**config.mk**
```make
export PLATFORM = sky130hd
export DESIGN_NAME = hog_front
export DESIGN_NICKNAME = d
export VERILOG_FILES = /design/src/rtl/hog_cell_orientation_histogram_macros.svh /design/src/rtl/hog_pkg.sv /design/src/rtl/hog_front.sv
export SDC_FILE = /design/constraint.sdc
export NUM_CORES = 2
export LEC_CHECK = 0
export BUFFER_PORTS_ARGS = -buffer_cell sky130_fd_sc_hd__buf_2
export CAP_MARGIN = 20
export CORE_MARGIN = 4
export CORE_UTILIZATION = 49
export CTS_BUF_LIST = sky130_fd_sc_hd__clkbuf_16
export DETAILED_ROUTE_END_ITERATION = 8
export GPL_TIMING_DRIVEN = 0
export HOLD_SLACK_MARGIN = 0.08
export SYNTH_ARGS = -nofsm -noshare
export SYNTH_HDL_FRONTEND = slang
export SYNTH_SLANG_ARGS = --single-unit
```
**constraint.sdc**
```tcl
create_clock -name aclk -period 22.8 [get_ports aclk]
set_input_delay 2.28 -clock aclk [delete_from_list [all_inputs] [get_ports aclk]]
set_output_delay 2.28 -clock aclk [all_outputs]
set_load 0.005 [all_outputs]
```
**src/rtl/hog_cell_orientation_histogram_macros.svh**
```systemverilog
// ----------------------------------------------------------------------------
// hog cell histogram assertion macros
// shared assertion wrappers, empty when SYNTH is defined
// ----------------------------------------------------------------------------
`ifndef HOG_CELL_ORIENTATION_HISTOGRAM_MACROS_SVH
`define HOG_CELL_ORIENTATION_HISTOGRAM_MACROS_SVH
`ifndef SYNTH
`define HOG_ASSERT_IMPL(label, clk, rstn, prop, msg) \
    label: assert property (@(posedge clk) disable iff (!rstn) prop) else $error(msg);
`define HOG_ASSERT_NEVER(label, clk, rstn, cond, msg) \
    label: assert property (@(posedge clk) disable iff (!rstn) !(cond)) else $error(msg);
`else
`define HOG_ASSERT_IMPL(label, clk, rstn, prop, msg)
`define HOG_ASSERT_NEVER(label, clk, rstn, cond, msg)
`endif
`endif

```
**src/rtl/hog_pkg.sv**
```systemverilog
// ----------------------------------------------------------------------------
// hog package
// shared types and constants of the cell histogram
// ----------------------------------------------------------------------------
package hog_pkg;
    localparam int BIN_COUNT = 9;
    localparam int CNT_W     = 9;
    localparam logic [CNT_W-1:0] COUNT_MAX = 9'd511;
    localparam logic [35:0] TAN20 = 36'd1563240253;
    localparam logic [35:0] TAN40 = 36'd3603905474;
    localparam logic [35:0] TAN60 = 36'd7439101574;
    localparam logic [35:0] TAN80 = 36'd24357969942;
    localparam logic [1:0] CFG_IMAGE_WIDTH = 2'd0;
    localparam logic [1:0] CFG_CELL_WIDTH  = 2'd1;
    localparam logic [1:0] CFG_CELL_HEIGHT = 2'd2;

    // front to back queue entry
    typedef struct packed {
        logic [3:0] bin;
        logic [5:0] cell_idx;
        logic       counted;
        logic       row_end;
        logic [6:0] ncells;
    } hog_cmd_t;

    typedef logic [BIN_COUNT*CNT_W-1:0] hog_row_t;
endpackage

```
**src/rtl/hog_front.sv**
```systemverilog
// ----------------------------------------------------------------------------
// hog front end
// gradient, orientation bin and cell index, two register stages
// ----------------------------------------------------------------------------
module hog_front (
    input  logic                aclk,
    input  logic                aresetn,
    input  logic [10:0]         image_width,
    input  logic [4:0]          cell_width,
    input  logic [4:0]          cell_height,
    input  logic                in_valid,
    output logic                in_ready,
    input  logic [7:0]          left_pixel,
    input  logic [7:0]          right_pixel,
    input  logic [7:0]          up_pixel,
    input  logic [7:0]          down_pixel,
    input  logic [9:0]          pixel_col,
    input  logic [9:0]          pixel_row,
    output logic                cmd_valid,
    input  logic                cmd_ready,
    output hog_pkg::hog_cmd_t   cmd
);
    import hog_pkg::*;

    // stage 1: gradients and products
    logic        s1_valid_reg;
    logic        s1_neg_reg;
    logic [39:0] s1_ay_reg;
    logic [43:0] s1_p_reg [4];
    logic [9:0]  s1_col_reg;
    logic [9:0]  s1_row_reg;
    logic [27:0] s1_colq_reg;
    logic [27:0] s1_rowq_reg;
    logic [27:0] s1_ncq_reg;
    // stage 2: output
    logic        s2_valid_reg;
    hog_cmd_t    s2_cmd_reg;

    logic [4:0]  cw;
    logic [4:0]  ch;
    logic [7:0]  ax;
    logic [7:0]  ay;
    logic        neg_x;
    logic [2:0]  above;
    logic [3:0]  bin;
    logic [10:0] ncells_w;
    logic [6:0]  ncells;
    logic [9:0]  cell_q;
    logic [10:0] row_q;
    logic        row_hit;
    logic        adv2;
    logic        adv1;

    // ceil(2^16 / d): n * recip(d) >> 16 is the exact quotient for n up to 2047
    function automatic logic [16:0] recip(input logic [4:0] d);
        logic [16:0] r;
        case (d)
            5'd2:    r = 17'd32768;
            5'd3:    r = 17'd21846;
            5'd4:    r = 17'd16384;
            5'd5:    r = 17'd13108;
            5'd6:    r = 17'd10923;
            5'd7:    r = 17'd9363;
            5'd8:    r = 17'd8192;
            5'd9:    r = 17'd7282;
            5'd10:   r = 17'd6554;
            5'd11:   r = 17'd5958;
            5'd12:   r = 17'd5462;
            5'd13:   r = 17'd5042;
            5'd14:   r = 17'd4682;
            5'd15:   r = 17'd4370;
            5'd16:   r = 17'd4096;
            5'd17:   r = 17'd3856;
            5'd18:   r = 17'd3641;
            5'd19:   r = 17'd3450;
            5'd20:   r = 17'd3277;
            5'd21:   r = 17'd3121;
            5'd22:   r = 17'd2979;
            5'd23:   r = 17'd2850;
            5'd24:   r = 17'd2731;
            5'd25:   r = 17'd2622;
            5'd26:   r = 17'd2521;
            5'd27:   r = 17'd2428;
            5'd28:   r = 17'd2341;
            5'd29:   r = 17'd2260;
            5'd30:   r = 17'd2185;
            5'd31:   r = 17'd2115;
            default: r = 17'd65536;
        endcase
        return r;
    endfunction

    assign cw = (cell_width == 5'd0) ? 5'd1 : cell_width;
    assign ch = (cell_height == 5'd0) ? 5'd1 : cell_height;
    assign neg_x = right_pixel < left_pixel;
    assign ax = neg_x ? left_pixel - right_pixel : right_pixel - left_pixel;
    assign ay = (down_pixel >= up_pixel) ? down_pixel - up_pixel : up_pixel - down_pixel;

    assign adv2 = !s2_valid_reg || cmd_ready;
    assign adv1 = !s1_valid_reg || adv2;
    assign in_ready = adv1;

    always_ff @(posedge aclk) begin
        if (adv1) begin
            s1_neg_reg <= neg_x;
            s1_ay_reg  <= {ay, 32'd0};
            s1_p_reg[0] <= 44'(ax) * TAN20;
            s1_p_reg[1] <= 44'(ax) * TAN40;
            s1_p_reg[2] <= 44'(ax) * TAN60;
            s1_p_reg[3] <= 44'(ax) * TAN80;
            s1_col_reg <= pixel_col;
            s1_row_reg <= pixel_row;
            s1_colq_reg <= 28'(pixel_col) * 28'(recip(cw));
            s1_rowq_reg <= 28'(11'(pixel_row) + 11'd1) * 28'(recip(ch));
            s1_ncq_reg  <= 28'(10'(image_width - 11'd1)) * 28'(recip(cw));
        end
    end

    always_comb begin
        above = 3'((44'(s1_ay_reg) > s1_p_reg[0]) ? 1 : 0)
              + 3'((44'(s1_ay_reg) > s1_p_reg[1]) ? 1 : 0)
              + 3'((44'(s1_ay_reg) > s1_p_reg[2]) ? 1 : 0)
              + 3'((44'(s1_ay_reg) > s1_p_reg[3]) ? 1 : 0);
        bin = s1_neg_reg ? 4'd8 - {1'b0, above} : {1'b0, above};
        cell_q = s1_colq_reg[25:16];
        row_q  = s1_rowq_reg[26:16];
        row_hit = (11'(s1_col_reg) + 11'd1 == image_width)
                && (row_q * 11'(ch) == 11'(s1_row_reg) + 11'd1);
        ncells_w = 11'(s1_ncq_reg[25:16]) + 11'd1;
        ncells = (ncells_w > 11'd64) ? 7'd64 : 7'(ncells_w);
    end

    always_ff @(posedge aclk) begin
        if (!aresetn) begin
            s1_valid_reg <= 1'b0;
            s2_valid_reg <= 1'b0;
        end else begin
            if (adv1) begin
                s1_valid_reg <= in_valid;
            end
            if (adv2) begin
                s2_valid_reg <= s1_valid_reg;
            end
        end
    end

    always_ff @(posedge aclk) begin
        if (adv2) begin
            s2_cmd_reg.bin      <= bin;
            s2_cmd_reg.cell_idx <= cell_q[5:0];
            s2_cmd_reg.counted  <= cell_q < 10'd64;
            s2_cmd_reg.row_end  <= row_hit;
            s2_cmd_reg.ncells   <= ncells;
        end
    end

    assign cmd_valid = s2_valid_reg;
    assign cmd = s2_cmd_reg;
endmodule

```
==> results.md <==
- R2r worst-path depth: 15
- Max stage delay cell, worst path: ha_1
- Period minus WS final: 11520 ps
- FF-to-FF Start: s1_rowq_reg[16]$_DFFE_PP_
- Die height: 297.0 um
- Max FFs per register: 154
- Worst hold path class: register to register
- Post-Synth Simple-Gate Area: 14.25%
- Initial antenna violation count: 1
- CP Launch Type: input port
- Period Utilization, post-route: 50.51%
- Critical path class: input port to register
- Num CTS Buffers: 34
- CTS tree: built
- Clk_skew: 27.80 ps
- Most frequent cells in the layout: inv_1, fa_1, ha_1
- Required time of the critical path: 23120 ps
- Core Box Area: 0.08237 sq mm
- Main flop type after synthesis: edfxtp_1
- Post-synth EDFFs: 233
- Number of global-route vias before repair: 31722
- Hold EP: cmd[14]$_DFFE_PP_
- Compound-Gate Fraction of Synth Area: 9.980%
- Final #Nets: 5631
- Setup Total Neg Slack: 0 ps
- Warnings, synthesis: 0
- Std cell rows: 105
- Wire per inst: 20.44 um
- Clk Latency, worst-skew pair: 550 ps
- Total routed wirelength: 113200 um
- Main combinational cell family by area after synthesis: adder cells
- Outcome: complete, no violations
- Max-slew violations: 0
- Xor/xnor share of the synthesized area: 5.158%
- Mux share of post-synthesis cell area: 0.4525%
- Share of the synthesized area in the top cell type: 29.01%
- Area delta synth->final: 7.827%
- Largest net degree at the start of global routing: 69
- # port buffers: 92
- Mapped cell area: 0.04092 sq mm
- Hold Startpoint: s1_colq_reg[21]$_DFFE_PP_
- Starting Density: 49.68%
- Synth unique cells: 94
- Worst slew pin tran: 1161 ps
- Die ar.: 0.08820 sq mm
- Reg2reg end: cmd[7]$_DFFE_PP_
- Max-cap check violation count: 0
- Crit path buf inv count: 6
- Initial drt markers: 1953
- GRT Util Overall: 26.12%
- Crit end category: register
- Syn Area/Cell: 9.519 sq um
- CTS resizes: 0
- Largest delay share family, worst path: compound AO/OA/AOI/OAI gates
- Leading cell type in the layout, fill and taps excluded: inv_1
- Seq/Total Area, Yosys: 17.20%
- Fraction of layout instances using a drive strength above 1: 4.969%
- Cts-stage hold buffer count: 0
- Hold Path Depth: 0
- Routability cong.: 0.9930
- Post-Synth Adder-Cell Area: 44.85%
- Antenna Nets Post-Route: 0
- Clock Pin Slew Worst Setup and Hold Paths: 60 ps
- Synth Register Bits: 235
- Synth area leaders: fa_1, edfxtp_1, ha_1
- Setup Buffers After CTS: 0
- RSZ-0062 raised after global routing: false
- 1st-pass router iterations: 7
- Asr flop ratio synth: 0%
- Syn_nets: 5487
- Grt ovf: 0
- Vias post-DR: 30703
- Largest area contributor in the netlist: fa_1
- Rel. slew slack: 22.06%
- Peak Freq: 0.08684 GHz
- Top-Level Pins: 98
- First-pass GRT wire length: 180900 um
- Die X: 297.0 um
- H-tree depth: 2
- CP startpoint: right_pixel[0]
- Residual DRC: 0
- Critical path's largest stage delay: 670 ps
- Clk sink count: 235
- Via density: 5.543
- Syn Inst Count: 4299
- Final-report setup violation count: 0
- Clock root cell: clkbuf_16
- Worst-case clock buffer depth: 3
- Post-DP HPWL: 93920 um
- Worst-path fanout max: 9
- Final hold vios: 0
- Reg2reg setup slack: 18370 ps
- Crit path DAT: 11840 ps
layout make-up:
cell class              count  area [sq um]
fillers                  7709         38250
multi-input cells        3185         30610
well taps                1070          1339
plain buffers             112         442.9
flip-flops and latches    235          7037
inverters                 767          2879
clock buffers              35         875.8
repair buffers            108         709.4
diodes                      1         2.502
clock inverters            26         234.0
metal layers:
| layer | part of all wire [%] | vias up | wire (um) | GRT usage (%) |
|---|---|---|---|---|
| met2 | 48 | 797 | 54860 | 44.67 |
| met3 | 4.8 | 204 | 5466 | 3.204 |
| met4 | 4.2 | 2 | 4791 | 9.520 |
| li1 | - | 14422 | - | - |
| met1 | 42 | 15278 | 48080 | 34.32 |
| met5 | 0.032 | - | 36 | 0 |
cell usage after synthesis (7+ instances only):
| cell type | number |
|---|---|
| a2111oi_0 | 7 |
| o21a_1 | 33 |
| nor4_1 | 37 |
| or3_1 | 19 |
| nand4_1 | 31 |
| and2_1 | 138 |
| a221oi_1 | 9 |
| nor2b_1 | 74 |
| o2111ai_1 | 8 |
| ha_1 | 518 |
| a211oi_1 | 21 |
| and4_1 | 7 |
| xnor2_1 | 177 |
| inv_1 | 765 |
| a21o_1 | 88 |
| clkbuf_1 | 96 |
| or2_2 | 17 |
| fa_1 | 593 |
| a31oi_1 | 29 |
| mux2i_1 | 14 |
| o22ai_1 | 7 |
| nor2_1 | 259 |
| buf_1 | 7 |
| xor2_1 | 64 |
| and3_1 | 30 |
| o21ai_1 | 7 |
| nand2_1 | 375 |
| nor3_1 | 58 |
| o21bai_1 | 27 |
| edfxtp_1 | 233 |
| o211ai_1 | 14 |
| o21ai_0 | 137 |
| nand2b_1 | 54 |
| a21oi_1 | 157 |
| nand3_1 | 58 |
stage by stage:
step                hold slack, ps  instances  util [%]  cell area, sq um  worst slack (ps)
CTS                          418.3       5536     53.55             44110             11310
floorplan                    400.3       4299         -             40920             12520
finish                       417.3       5539     53.57             44120             11280
global route                 430.5       5538     53.56             44120             10680
global placement             403.7       5461     51.86             42720              9955
detailed placement           405.7       5475     52.20             43000             10750
worst max path at each step:
stage,end,depth (start not counted)
6_report,s1_p_reg[1][39]$_DFFE_PP_,33
3_3_place_gp,s1_p_reg[1][39]$_DFFE_PP_,28
2_1_floorplan,s1_p_reg[1][39]$_DFFE_PP_,31
4_1_cts,s1_p_reg[1][39]$_DFFE_PP_,33
3_5_place_dp,s1_p_reg[1][39]$_DFFE_PP_,33
5_1_grt,s1_p_reg[1][39]$_DFFE_PP_,33
kinds of logic after synthesis:
kind of cell / count (synthesis)
AND/OR/NAND/NOR: 1192
adder cells (fa/ha/maj): 1111
buffers and inverters: 879
AO/OA/AOI/OAI: 623
XOR/XNOR: 241
flip-flops: 235
multiplexers: 18
Power is left out: the tool's default activity adds up to more than one toggle a clock period on the data nets, which glitch-free logic cannot reach.
